## config.mk

```make
export PLATFORM = sky130hd
export DESIGN_NAME = strm_cell
export DESIGN_NICKNAME = d
export VERILOG_FILES = /design/src/rtl/strm_pkg.sv /design/src/rtl/strm_ram.sv /design/src/rtl/strm_cell.sv
export SDC_FILE = /design/constraint.sdc
export NUM_CORES = 1
export LEC_CHECK = 0
export ABC_AREA = 1
export ABC_CLOCK_PERIOD_IN_PS = 6900
export BUFFER_PORTS_ARGS = -buffer_cell sky130_fd_sc_hd__buf_2
export CAP_MARGIN = 20
export CORE_ASPECT_RATIO = 2
export CORE_MARGIN = 5
export CORE_UTILIZATION = 61
export CTS_BUF_LIST = sky130_fd_sc_hd__clkbuf_16
export DETAILED_ROUTE_END_ITERATION = 10
export GPL_TIMING_DRIVEN = 0
export MAX_ROUTING_LAYER = met4
export PLACE_DENSITY = 0.89
export SKIP_CTS_REPAIR_TIMING = 1
export SYNTH_ARGS = -nofsm -noshare
export SYNTH_HDL_FRONTEND = slang
export SYNTH_HIERARCHICAL = 1
export SYNTH_SLANG_ARGS = --single-unit
```

## constraint.sdc

```tcl
create_clock -name clk -period 6.9 [get_ports clk]
set_input_delay 1.035 -clock clk [delete_from_list [all_inputs] [get_ports clk]]
set_output_delay 1.035 -clock clk [all_outputs]
set_load 0.005 [all_outputs]
```

## src/rtl/strm_pkg.sv

```systemverilog
// Shared types and constants for the segment tree range maximum unit.
// No dependencies.
package strm_pkg;

    localparam int LEAVES_DEF = 1024;
    localparam int VAL_W      = 32;
    localparam int MAX_W      = 31;
    // wide enough for a heap number up to 2*P with P up to 2^20
    localparam int TOK_W      = 22;

    localparam logic REQ_UPDATE = 1'b0;
    localparam logic REQ_QUERY  = 1'b1;

    typedef struct packed {
        logic                    upd;
        logic [TOK_W-1:0]        l;
        logic [TOK_W-1:0]        r;
        logic signed [VAL_W-1:0] acc;
    } tok_t;

    typedef enum logic [1:0] {
        CELL_IDLE,
        CELL_RD_A,
        CELL_RD_B,
        CELL_DONE
    } cell_state_t;

    typedef enum logic [1:0] {
        TOP_CLEAR,
        TOP_IDLE,
        TOP_BUSY,
        TOP_OUT
    } top_state_t;

endpackage

```

## src/rtl/strm_ram.sv

```systemverilog
// Generic single write port RAM with registered read.
// No dependencies.
module strm_ram #(
    parameter int WIDTH = 32,
    parameter int DEPTH = 2,
    parameter int AW    = (DEPTH > 1) ? $clog2(DEPTH) : 1
) (
    input  logic             clk,
    input  logic             wr_en,
    input  logic [AW-1:0]    wr_addr,
    input  logic [WIDTH-1:0] wr_data,
    input  logic [AW-1:0]    rd_addr,
    output logic [WIDTH-1:0] rd_data
);

    logic [WIDTH-1:0] mem [DEPTH];

    always_ff @(posedge clk)
    begin
        if (wr_en)
        begin
            mem[wr_addr] <= wr_data;
        end
        rd_data <= mem[rd_addr];
    end

endmodule

```

## src/rtl/strm_cell.sv

```systemverilog
// One tree level: node storage for the level plus the step logic that
// advances a word to the parent level. Depends on strm_pkg, strm_ram.
module strm_cell #(
    parameter int LEVEL = 0
) (
    input  logic                 clk,
    input  logic                 rst_n,
    input  logic                 clr_en,
    input  logic [strm_pkg::TOK_W-1:0] clr_addr,
    input  logic                 in_vld,
    input  strm_pkg::tok_t       in_tok,
    output logic                 out_vld,
    output strm_pkg::tok_t       out_tok
);
    import strm_pkg::*;

    localparam int DEPTH = 1 << LEVEL;
    localparam int AW    = (LEVEL > 0) ? LEVEL : 1;

    cell_state_t       state_reg, state_next;
    tok_t              tok_reg;
    logic [VAL_W-1:0]  da_reg;
    logic              wr_en;
    logic [AW-1:0]     wr_addr, rd_addr, pos_l, pos_r, pos_sib;
    logic [VAL_W-1:0]  wr_data, rd_data;
    logic [TOK_W-1:0]  r_dec;
    logic              active, take_l, take_r;
    logic [TOK_W-1:0]  l_inc, r_new;
    logic signed [VAL_W-1:0] acc_q, acc_u;

    assign r_dec   = tok_reg.r - TOK_W'(1);
    assign pos_l   = (LEVEL > 0) ? tok_reg.l[AW-1:0] : '0;
    assign pos_r   = (LEVEL > 0) ? r_dec[AW-1:0] : '0;
    // the root has no sibling; keep its address inside the single entry
    assign pos_sib = (LEVEL > 0) ? (pos_l ^ AW'(1)) : '0;

    strm_ram #(.WIDTH(VAL_W), .DEPTH(DEPTH), .AW(AW)) u_ram (
        .clk     (clk),
        .wr_en   (wr_en),
        .wr_addr (wr_addr),
        .wr_data (wr_data),
        .rd_addr (rd_addr),
        .rd_data (rd_data)
    );

    always_comb
    begin
        state_next = state_reg;
        unique case (state_reg)
            CELL_IDLE: if (in_vld) state_next = CELL_RD_A;
            CELL_RD_A: state_next = CELL_RD_B;
            CELL_RD_B: state_next = CELL_DONE;
            CELL_DONE: state_next = CELL_IDLE;
            default:   state_next = CELL_IDLE;
        endcase
    end

    always_comb
    begin
        wr_en   = clr_en || (state_reg == CELL_RD_A && tok_reg.upd);
        wr_addr = clr_en ? ((LEVEL > 0) ? clr_addr[AW-1:0] : '0) : pos_l;
        wr_data = clr_en ? '0 : tok_reg.acc;
        unique case (state_reg)
            CELL_RD_A: rd_addr = tok_reg.upd ? pos_sib : pos_l;
            default:   rd_addr = pos_r;
        endcase
    end

    // step of the bottom-up walk
    always_comb
    begin
        active = tok_reg.l < tok_reg.r;
        take_l = active && tok_reg.l[0];
        l_inc  = tok_reg.l + TOK_W'(take_l);
        take_r = active && tok_reg.r[0];
        r_new  = take_r ? r_dec : tok_reg.r;
        acc_q  = tok_reg.acc;
        if (take_l && $signed(da_reg) > acc_q)
        begin
            acc_q = $signed(da_reg);
        end
        if (take_r && $signed(rd_data) > acc_q)
        begin
            acc_q = $signed(rd_data);
        end
        acc_u = ($signed(da_reg) > tok_reg.acc) ? $signed(da_reg) : tok_reg.acc;

        out_vld     = state_reg == CELL_DONE;
        out_tok.upd = tok_reg.upd;
        if (tok_reg.upd)
        begin
            out_tok.l   = tok_reg.l >> 1;
            out_tok.r   = tok_reg.r;
            out_tok.acc = acc_u;
        end
        else
        begin
            out_tok.l   = l_inc >> 1;
            out_tok.r   = r_new >> 1;
            out_tok.acc = acc_q;
        end
    end

    always_ff @(posedge clk or negedge rst_n)
    begin
        if (!rst_n)
        begin
            state_reg <= CELL_IDLE;
        end
        else
        begin
            state_reg <= state_next;
        end
    end

    always_ff @(posedge clk)
    begin
        if (state_reg == CELL_IDLE && in_vld)
        begin
            tok_reg <= in_tok;
        end
        if (state_reg == CELL_RD_B)
        begin
            da_reg <= rd_data;
        end
    end

endmodule
```

==> summary.txt, run 1 <==
Synth
  • Yosys warnings: 6
  • Ys async rst share: 0.0114
  • Mux share of post-synthesis cell area: 0
  • Top FF cell, synth: edfxtp_1
  • Post-Synth XOR/XNOR Area: 0.0138
  • Number of synthesized flops with an enable pin: 141
  • Seq/Total Area, Yosys: 0.486
  • Mapped Cells: 1138
  • Largest family of logic cells by synthesized area: simple AND/OR/NAND/NOR gates
  • Simple-Gate Fraction of Synth Area: 0.233
  • Mean Syn Cell Area: 8.91 µm²
  • Synth Register Bits: 175
  • Compound-Gate Fraction of Synth Area: 0.0712
  • Cell variety after synth: 39
  • Adder-cell share of the synthesized area: 0.112
  • Syn nets: 1332
  • Netlist Area Pre-Place: 0.0101 mm²

Clock network
  • Clk sinks: 175
  • CTS max path bufs: 2
  • CTS H-tree depth: 4
  • Root Buffer: clkbuf_16
  • Clock transition at path regs: 0.07 ns
  • CTS tree: built
  • CTS Buf Count: 17
  • Clk_lat worst skew: 0.44 ns

Timing
  • Post-layout min period: 6.53 ns
  • Worst Tran Pin Value: 1.08 ns
  • Hold Worst Slack: 0.335 ns
  • Setup TNS: 0 ns
  • RSZ-0062 raised after global routing: no
  • Final Hold Fails: 0
  • Final setup viols: 0
  • Layout Skew: 0.0128 ns
  • Rel. slew slack: 0.274
  • Final period util: 0.946
  • Max frequency: 153 MHz
  • Final Slew Violations: 0

Floorplanning
  • Top Ports: 181
  • Die Y-Extent: 192 µm
  • Cell Rows: 66
  • Die X: 101 µm
  • DIE AREA: 0.0195 mm²
  • Starting Density: 0.620
  • CORE AREA: 0.0164 mm²

Placed design
  • DP HPWL: 20600 µm
  • I/O Buffers: 156
  • Post-DP Area: 0.0112 mm²
  • DP Cell Count: 1500
  • Routability congestion estimate: 0.965

Detailed routing
  • Via count: 8795
  • Post-Route WL: 28000 µm
  • Post-route ant nets: 0
  • Pre-Repair DR Iteration Count: 5
  • Routed len/inst: 18.3 µm
  • Initial drt markers: 701
  • Via density: 5.74
  • DRC Markers: 0

Global routing
  • Pin count of the biggest net entering global routing: 45
  • First-pass GRT wire length: 43500 µm
  • Initial antenna violation count: 0
  • Total grt overflow: 0
  • Vias in the first global route: 9056
  • Total GRT Usage: 0.301

Layout
  • Layout cells sized above 1: 0.169
  • Final std cells w/o fill: 1532
  • Antenna Diode Count: 0
  • Fin nets: 1509
  • Fill cell count: 1214
  • Area Overhead vs Synth: 15.7%
  • Max reg flops: 76
  • Final instance area: 0.0117 mm²

Run
  • Max Cap Viol: 0

Pwr
  • PD cells: 388 mW/mm²
  • P_leak: 5.68 nW
  • Worst vdd ir: 212 µV

Worst setup path
  • Startpoint Class: flip-flop
  • CP Class: reg2out
  • Crit path max fanout: 10
  • Critical Path RT: 5.86 ns
  • Crit path DAT: 5.50 ns
  • Crit. End Element: output pin

Hold path
  • Hold Path Class: reg2reg

Run status
  • Status: complete, no violations
## cell families (layout without fill, tap and decap cells)
| logic type | after synthesis | count (layout) |
|---|---|---|
| xor+xnor | 16 | 16 |
| other cells | 1 | 1 |
| flops | 175 | 175 |
| fa+ha+maj | 91 | 91 |
| buf+inv | 211 | 401 |
| simple gates | 524 | 524 |
| compound gates | 120 | 120 |
## synthesized netlist by cell type, types with 2 or more instances
master / n / area [µm²]
a21oi_1: 38 / 190
xor2_1: 4 / 35.0
dfrtp_1: 2 / 50.1
inv_1: 160 / 601
buf_1: 5 / 18.8
xnor2_1: 12 / 105
nand2_2: 2 / 12.5
nand2_1: 290 / 1090
nand3_1: 45 / 225
dfxtp_1: 32 / 641
nand4_1: 74 / 463
clkbuf_1: 20 / 75.1
a21o_1: 5 / 37.5
o21ai_0: 35 / 175
edfxtp_1: 141 / 4230
and2_1: 32 / 200
buf_4: 8 / 60.1
nor4_1: 2 / 12.5
buf_2: 16 / 80.1
o21a_1: 4 / 30.0
o21ai_1: 2 / 10.0
ha_1: 91 / 1140
o211ai_1: 32 / 240
inv_2: 2 / 7.51
nor2_1: 67 / 251
nor3_1: 4 / 20.0
## layer usage
metal / vias up / share of wire / global-route usage
met3: 148 / 0.073 / 0.0492
met5: - / 0 / -
li1: 4186 / - / -
met2: 502 / 0.52 / 0.514
met4: 0 / 0.064 / 0.213
met1: 3959 / 0.34 / 0.307
## power by group
part / switching [W] / leakage (nW) / total [W] / internal, W
sequential: 0.000167 / 1.64 / 0.00160 / 0.00143
clock: 0.000401 / 0.258 / 0.000851 / 0.000450
combinational: 0.00135 / 3.78 / 0.00210 / 0.000748
total: 0.00192 / 5.68 / 0.00455 / 0.00263
## worst max-delay path, stage by stage, from the launching register on
cell and delay (ns):
edfxtp_1 0.49, ha_1 0.34, a21o_1 0.18, nand3_1 0.06
nand2_1 0.06, a21oi_1 0.29, nand3_2 0.20, nor2_4 0.25
clkbuf_1 0.46, nand4_1 0.18, and2_1 0.18, ha_1 0.29
nand2_1 0.09, inv_1 0.06, nand3_1 0.09, nor3_1 0.28
nand2_1 0.10, nand2_1 0.11, nand2_1 0.08, nand3_1 0.20
clkbuf_1 0.47, nand4_1 0.19, nand2_1 0.11, inv_1 0.05
nand2_1 0.07, nand2_1 0.05, buf_2 0.12
## cell usage in the layout (no fill, tap or decap), drive strengths merged, types with 32 or more instances in the layout
master and count:
clkbuf 37, o21ai 37, a21oi 40, and2 32, dfxtp 32, edfxtp 141, nand2 293, nor2 69
nand4 75, buf 187, ha 91, o211ai 32, nand3 47, inv 166
## final timing paths
kind,startpoint,cells past startpoint,to,slack [ns]
max,tok_reg[73],26,out_tok[12],0.37
max in group asynchronous,rst_n,1,state_reg[1],6.41
max reg2reg,out_tok[76],3,u_ram/mem[0][25],4.22
min reg2reg,u_ram/mem[0][12],0,u_ram/rd_data[12],0.34
min in group asynchronous,rst_n,1,state_reg[0],0.39
min,u_ram/mem[0][12],0,u_ram/rd_data[12],0.34
## final cells by class
class                      instances  area [µm²]  share of cell area
clock inverter                    15        85.1             0.00725
clock buffer                      17         425              0.0363
multi-input combinational        752        4380               0.373
timing repair buffer             158         821              0.0700
inverter                         162         611              0.0520
tap                              204         255              0.0218
sequential                       175        4920               0.420
buffer                            49         235              0.0200
## through the flow
stage	setup WS, ns	utilization	total power, W
5_1_grt	0.0101	0.718	0.00486
3_3_place_gp	0.958	0.683	0.00359
3_5_place_dp	0.915	0.686	0.00366
4_1_cts	0.407	0.717	0.00453
6_report	0.369	0.718	0.00455
2_1_floorplan	2.27	-	0.00291
Power figures use the tool's default switching activity.
==> inputs of run 2 (changes only) <==
--- a/config.mk
+++ b/config.mk
@@ -5,18 +5,17 @@
 export SDC_FILE = /design/constraint.sdc
 export NUM_CORES = 1
 export LEC_CHECK = 0
-export ABC_AREA = 1
 export ABC_CLOCK_PERIOD_IN_PS = 6900
 export BUFFER_PORTS_ARGS = -buffer_cell sky130_fd_sc_hd__buf_2
 export CAP_MARGIN = 20
 export CORE_ASPECT_RATIO = 2
 export CORE_MARGIN = 5
-export CORE_UTILIZATION = 61
+export CORE_UTILIZATION = 26
 export CTS_BUF_LIST = sky130_fd_sc_hd__clkbuf_16
 export DETAILED_ROUTE_END_ITERATION = 10
 export GPL_TIMING_DRIVEN = 0
 export MAX_ROUTING_LAYER = met4
-export PLACE_DENSITY = 0.89
+export PLACE_DENSITY = 0.47
 export SKIP_CTS_REPAIR_TIMING = 1
 export SYNTH_ARGS = -nofsm -noshare
 export SYNTH_HDL_FRONTEND = slang
==> run 2 against run 1 <==
  * Worst hold slack better by 0.0020 ns
  * Clock power is 18% higher
  * Area after synthesis is 10% lower
  * First-iteration DRC count down 69%
  * Routed wire length fell by 0.25%
  * Maximum frequency fell by 2.1%
  * Sequential power about the same
  * Non-clock buffer count decreased by 8
  * Sequential share of layout area increased by 1.4 points
  * Critical path depth down 3
  * Flip-flop and latch count is the same
  * Via count is 26% lower
  * Largest cell class unchanged
==> summary.txt, run 2 <==
Synth
  • Netlist Area Pre-Place: 0.00910 mm²
  • Top FF cell, synth: edfxtp_1
  • Yosys warnings: 6
  • Syn nets: 960
  • Cell variety after synth: 49
  • Number of synthesized flops with an enable pin: 141
  • Mean Syn Cell Area: 11.9 µm²
  • Post-synth top cells: edfxtp_1, ha_1, nand2_1
  • Seq/Total Area, Yosys: 0.541
  • Mapped Cells: 766
  • Synth Register Bits: 175
  • Ys async rst share: 0.0114
  • Synth top area cells: edfxtp_1, ha_1, dfxtp_1
  • Synth area leader: edfxtp_1
  • Post-synth top area share: 0.465
  • Most common cell in the netlist: edfxtp_1

Floorplanning
  • Die X: 142 µm
  • CORE AREA: 0.0348 mm²
  • Starting Density: 0.261
  • Die Y-Extent: 275 µm
  • Top Ports: 181
  • DIE AREA: 0.0391 mm²
  • Cell Rows: 97

Pwr
  • Int Power: 0.00273 W
  • P_leak: 4.79 nW
  • Net load switching power: 0.00159 W
  • Comb power frac: 0.402
  • Power after layout: 0.00432 W
  • Worst vdd ir: 184 µV
  • Switch share: 0.369
  • PD cells: 380 mW/mm²
  • Clock power frac: 0.231
  • Seq pwr share: 0.366

Layout
  • Commonest non-fill, non-tap cell in the layout: buf_2
  • Commonest cells after routing, fill and taps aside: buf_2, edfxtp_1, ha_1
  • Register area: 0.00492 mm²
  • Fin util: 0.326
  • Layout cells sized above 1: 0.255
  • Fin nets: 1150
  • Antenna Diode Count: 0
  • Area Overhead vs Synth: 24.8%
  • Max reg flops: 76
  • Fill cell count: 3532
  • Multi-input gate area: 0.00388 mm²
  • Final instance area: 0.0114 mm²

Detailed routing
  • Via density: 4.60
  • Initial drt markers: 217
  • DRC Markers: 0
  • Routed len/inst: 19.7 µm
  • Pre-Repair DR Iteration Count: 4
  • Post-route ant nets: 0
  • Post-Route WL: 27900 µm
  • Via count: 6502

Timing
  • Worst Tran Pin Value: 0.897 ns
  • Final setup viols: 0
  • Rel. slew slack: 0.401
  • Layout Skew: 0.00830 ns
  • Final Hold Fails: 0
  • Post-layout min period: 6.67 ns
  • Setup TNS: 0 ns
  • Final Slew Violations: 0
  • Max frequency: 150 MHz
  • Final period util: 0.967

Clock network
  • Clk_lat worst skew: 0.44 ns
  • Clk sinks: 175
  • CTS tree: built
  • CTS max path bufs: 2
  • Root Buffer: clkbuf_16
  • CTS H-tree depth: 4
  • Clock transition at path regs: 0.07 ns
  • CTS Buf Count: 17

Worst setup path
  • Crit path max fanout: 10
  • Crit. End Element: output pin
  • Crit path DAT: 5.64 ns
  • Startpoint Class: flip-flop
  • Critical Path RT: 5.86 ns
  • CP Class: reg2out
  • Flop2flop setup slack: 5.00 ns

Global routing
  • Total GRT Usage: 0.149
  • Initial antenna violation count: 0
  • Pin count of the biggest net entering global routing: 50
  • Vias in the first global route: 6976
  • First-pass GRT wire length: 41600 µm
  • Total grt overflow: 0

Placed design
  • DP HPWL: 21800 µm
  • Routability congestion estimate: 0.801
  • Post-DP Area: 0.0105 mm²
  • I/O Buffers: 156

Run
  • Max Cap Viol: 0

Hold path
  • Hold Path Class: reg2reg

Run status
  • Status: complete, no violations
==> run 2: cell count changes after synthesis, moves of 30 or more <==
cell      change
nand2_1     -212
inv_1        -94
mux2i_1      +64
nand4_1      -55
nand3_1      -35
o221ai_1     +32
and2_1       -30
o211ai_1     -30
==> run 2: worst paths after layout <==
| path | from | endpoint | depth (start not counted) |
|---|---|---|---|
| worst max-delay path | tok_reg[69] | out_tok[20] | 23 |
| worst min-delay path | u_ram/mem[0][21] | u_ram/rd_data[21] | 0 |
| worst max register to register | out_tok[76] | u_ram/mem[0][9] | 3 |
| worst min register to register | u_ram/mem[0][21] | u_ram/rd_data[21] | 0 |
| max in group asynchronous | rst_n | state_reg[0] | 1 |
| min in group asynchronous | rst_n | state_reg[1] | 1 |
==> run 2: area by class of cell <==
cell class	instances	share of cell area
buffer	28	0.0183
clock buffer	17	0.0374
clock inverter	15	0.0152
inverter	67	0.0221
multi-input combinational	496	0.341
sequential	175	0.433
tap	445	0.0490
timing repair buffer	171	0.0833
==> run 2: kinds of logic after synthesis <==
group / count (synthesis) / synth area share
AO/OA/AOI/OAI: 133 / 0.102
XOR/XNOR: 21 / 0.0202
adder cells (fa/ha/maj): 91 / 0.125
buffers and inverters: 95 / 0.0467
flip-flops: 175 / 0.541
multiplexers: 66 / 0.0728
other: 1 / 0.000412
AND/OR/NAND/NOR: 184 / 0.0922
==> run 2: power by group through the flow <==
stage | combinational (W) | clock [W] | sequential, W
after floorplan | 0.00103 | 0 | 0.00155
after global placement | 0.00165 | 0 | 0.00162
after detailed placement | 0.00169 | 0 | 0.00161
after CTS | 0.00170 | 0.00103 | 0.00159
after global routing | 0.00192 | 0.00108 | 0.00161
final | 0.00174 | 0.00100 | 0.00158
==> run 2: layer usage <==
layer,part of all wire,vias up,GRT usage
met1,0.34,3095,0.137
met5,0,-,-
met3,0.039,39,0.0301
met2,0.58,162,0.285
met4,0.037,0,0.0721
li1,-,3206,-
==> run 2: worst max-delay path, cell delays in order, from the launching register on <==
cell and delay [ns]:
edfxtp_1 0.45, ha_1 0.32, and4_1 0.23, a2111oi_4 0.33, nor3_2 0.10, a211oi_4 0.28, o21a_1 0.24, and4bb_1 0.23
buf_6 0.16, buf_12 0.17, mux2i_2 0.25, ha_1 0.28, a21o_1 0.19, a21o_1 0.18, a21oi_2 0.21, o2111ai_2 0.17
a221oi_2 0.32, buf_4 0.17, mux2i_2 0.19, buf_4 0.17, buf_6 0.17, nand2_1 0.06, o221ai_1 0.13, buf_2 0.19
==> run 2: metrics by stage <==
| stage | hold slack [ns] | cells | setup slack, ns |
|---|---|---|---|
| finish | 0.337 | 1414 | 0.229 |
| global route | 0.343 | 1414 | -0.0222 |
| CTS | 0.335 | 1402 | -0.751 |
| detailed placement | 0.327 | 1370 | -0.249 |
| global placement | 0.325 | 1367 | -0.209 |
| floorplan | 0.323 | 766 | 1.38 |
==> inputs of run 3 (changes only) <==
--- a/config.mk
+++ b/config.mk
@@ -8,6 +8,8 @@
 export ABC_CLOCK_PERIOD_IN_PS = 6900
 export BUFFER_PORTS_ARGS = -buffer_cell sky130_fd_sc_hd__buf_2
 export CAP_MARGIN = 20
+export CELL_PAD_IN_SITES_DETAIL_PLACEMENT = 1
+export CELL_PAD_IN_SITES_GLOBAL_PLACEMENT = 1
 export CORE_ASPECT_RATIO = 2
 export CORE_MARGIN = 5
 export CORE_UTILIZATION = 26
@@ -15,7 +17,7 @@
 export DETAILED_ROUTE_END_ITERATION = 10
 export GPL_TIMING_DRIVEN = 0
 export MAX_ROUTING_LAYER = met4
-export PLACE_DENSITY = 0.47
+export PLACE_DENSITY = 0.55
 export SKIP_CTS_REPAIR_TIMING = 1
 export SYNTH_ARGS = -nofsm -noshare
 export SYNTH_HDL_FRONTEND = slang
==> run 3 against run 2 <==
  * Core utilization increased by 0.47 points
  * Final area up 1.4%
  * Maximum frequency about the same
  * Worst hold slack gained 0.0048 ns
  * Highest routed layer unchanged
  * Final cell count increased by 0.57%
  * Via count rose by 3.3%
==> summary.txt, run 3 (same netlist as run 2, synthesis figures left out) <==
Run status
  • Status: complete, no violations

Timing
  • Max frequency: 150 MHz
  • Final setup viols: 0
  • Worst Tran Pin Value: 0.785 ns
  • Final Hold Fails: 0
  • Layout Skew: 0.00827 ns
  • Hold Worst Slack: 0.342 ns
  • Rel. slew slack: 0.476
  • Final period util: 0.967
  • Post-layout min period: 6.67 ns
  • Final Slew Violations: 0

Clock network
  • Clock transition at path regs: 0.07 ns
  • CTS tree: built
  • Clk sinks: 175
  • CTS H-tree depth: 4
  • Root Buffer: clkbuf_16
  • CTS max path bufs: 2
  • Clk_lat worst skew: 0.44 ns
  • CTS Buf Count: 17

Pwr
  • Switch share: 0.374
  • PD cells: 381 mW/mm²
  • P_leak: 4.84 nW
  • Worst vdd ir: 194 µV
  • Seq pwr share: 0.363
  • Clock power frac: 0.219
  • Net load switching power: 0.00164 W
  • Comb power frac: 0.418
  • Int Power: 0.00275 W

Layout
  • Final std cells w/o fill: 1422
  • Max reg flops: 76
  • Final instance area: 0.0115 mm²
  • Fin util: 0.331
  • Area Overhead vs Synth: 26.6%
  • Fin nets: 1157
  • Commonest cells after routing, fill and taps aside: buf_2, edfxtp_1, ha_1
  • Fill cell count: 3845
  • Layout cells sized above 1: 0.265
  • Commonest non-fill, non-tap cell in the layout: buf_2

Global routing
  • First-pass GRT wire length: 43300 µm
  • Vias in the first global route: 7440
  • Pin count of the biggest net entering global routing: 48
  • Total GRT Usage: 0.154
  • Initial antenna violation count: 1
  • Total grt overflow: 0

Worst setup path
  • Crit. path cell count: 23
  • Crit. End Element: output pin
  • Worst r2r src: out_tok[76]
  • Slowest stage delay, CP: 0.43 ns
  • Critical Path RT: 5.86 ns
  • Reg2Reg Depth: 3
  • Reg-to-Reg End: u_ram/mem[0][5]
  • Crit path max fanout: 10
  • Startpoint Class: flip-flop
  • Crit path DAT: 5.64 ns
  • CP endpoint: out_tok[20]
  • CP top delay family: compound AO/OA/AOI/OAI gates
  • Worst Setup SP: tok_reg[70]
  • Worst path cell trace: ha_1 -> a21o_1 -> a2111oi_4 -> nor3_2 -> a211oi_4 -> o21a_1 -> and4bb_1 -> buf_6 -> buf_12 -> mux2i_4 -> ha_1 -> a21o_1 -> a21o_1 -> a21oi_4 -> o2111ai_2 -> a221oi_2 -> buf_4 -> mux2i_2 -> buf_6 -> buf_8 -> nand2_1 -> o221ai_1 -> buf_2
  • CP Class: reg2out
  • Crit path top cell by count: a21o_1
  • Crit path buf inv count: 6
  • Worst path slowest cell: edfxtp_1
  • Flop2flop setup slack: 5.05 ns

Detailed routing
  • Via count: 6715
  • DRC Markers: 0
  • Initial drt markers: 222
  • Routed len/inst: 20.7 µm
  • Post-route ant nets: 0
  • Post-Route WL: 29400 µm
  • Pre-Repair DR Iteration Count: 4
  • Via density: 4.72

Placed design
  • DP HPWL: 22500 µm
  • Post-DP Area: 0.0105 mm²
  • Routability congestion estimate: 0.801
  • I/O Buffers: 156
  • DP Cell Count: 1370

Floorplanning
  • CORE AREA: 0.0348 mm²
  • Die Y-Extent: 275 µm
  • Die X: 142 µm
  • Starting Density: 0.261
  • Cell Rows: 97
  • Top Ports: 181
  • DIE AREA: 0.0391 mm²

Hold path
  • Hold Path Class: reg2reg

Run
  • Max Cap Viol: 0
run 3: changes by cell type in the layout (fill, tap and decap cells not counted), moves of 2 or more:
| cell | change |
|---|---|
| buf_4 | +2 |
| a21oi_2 | -3 |
| mux2i_2 | +2 |
| clkinv_4 | -3 |
| buf_8 | +4 |
| o21ai_0 | -2 |
| mux2i_1 | -6 |
| clkbuf_16 | +2 |
| mux2i_4 | +4 |
| clkinv_1 | +2 |
| inv_1 | -2 |
| a21oi_1 | +2 |
run 3: worst reg2reg max path: stages (launching register included):
cell and delay (ns):
edfxtp_1 0.39, clkbuf_1 0.39, a21o_2 0.50, buf_12 0.25
run 3: metal layers:
metal  vias up  track usage  share of wire
li1       3215            -              -
met1      3329        0.138           0.35
met2       132        0.305           0.59
met3        39       0.0285          0.027
met4         0       0.0658          0.038
met5         -            -              0
run 3: worst min-delay path by stage:
stage	cells past startpoint	startpoint	slack (ns)	endpoint
floorplan	0	u_ram/mem[0][0]	0.32	u_ram/rd_data[0]
global placement	0	u_ram/mem[0][11]	0.32	u_ram/rd_data[11]
detailed placement	0	u_ram/mem[0][0]	0.33	u_ram/rd_data[0]
CTS	1	rst_n	0.34	state_reg[1]
global route	1	rst_n	0.34	state_reg[1]
finish	0	u_ram/mem[0][5]	0.34	u_ram/rd_data[5]
run 3: stage by stage:
stage / total power, W / TNS [ns] / setup slack (ns)
after global routing: 0.00469 / -0.0841 / -0.0249
after floorplan: 0.00258 / 0 / 1.38
after detailed placement: 0.00333 / -7.22 / -0.310
after CTS: 0.00432 / -22.88 / -0.821
final: 0.00439 / 0 / 0.229
after global placement: 0.00328 / -6.05 / -0.292
run 3: layout make-up:
type	count	area, µm²	area share
flip-flops and latches	175	4920	0.427
multi-input cells	496	3950	0.343
repair buffers	178	1030	0.0894
well taps	445	557	0.0483
clock buffers	17	425	0.0369
inverters	67	251	0.0218
plain buffers	28	234	0.0203
clock inverters	15	145	0.0126
diodes	1	2.50	0.000217
run 3: power groups by stage:
| stage | combinational, W | sequential (W) | clock, W |
|---|---|---|---|
| finish | 0.00184 | 0.00159 | 0.000963 |
| global route | 0.00203 | 0.00162 | 0.00104 |
| CTS | 0.00173 | 0.00159 | 0.00100 |
| detailed placement | 0.00172 | 0.00161 | 0 |
| global placement | 0.00166 | 0.00162 | 0 |
| floorplan | 0.00103 | 0.00155 | 0 |
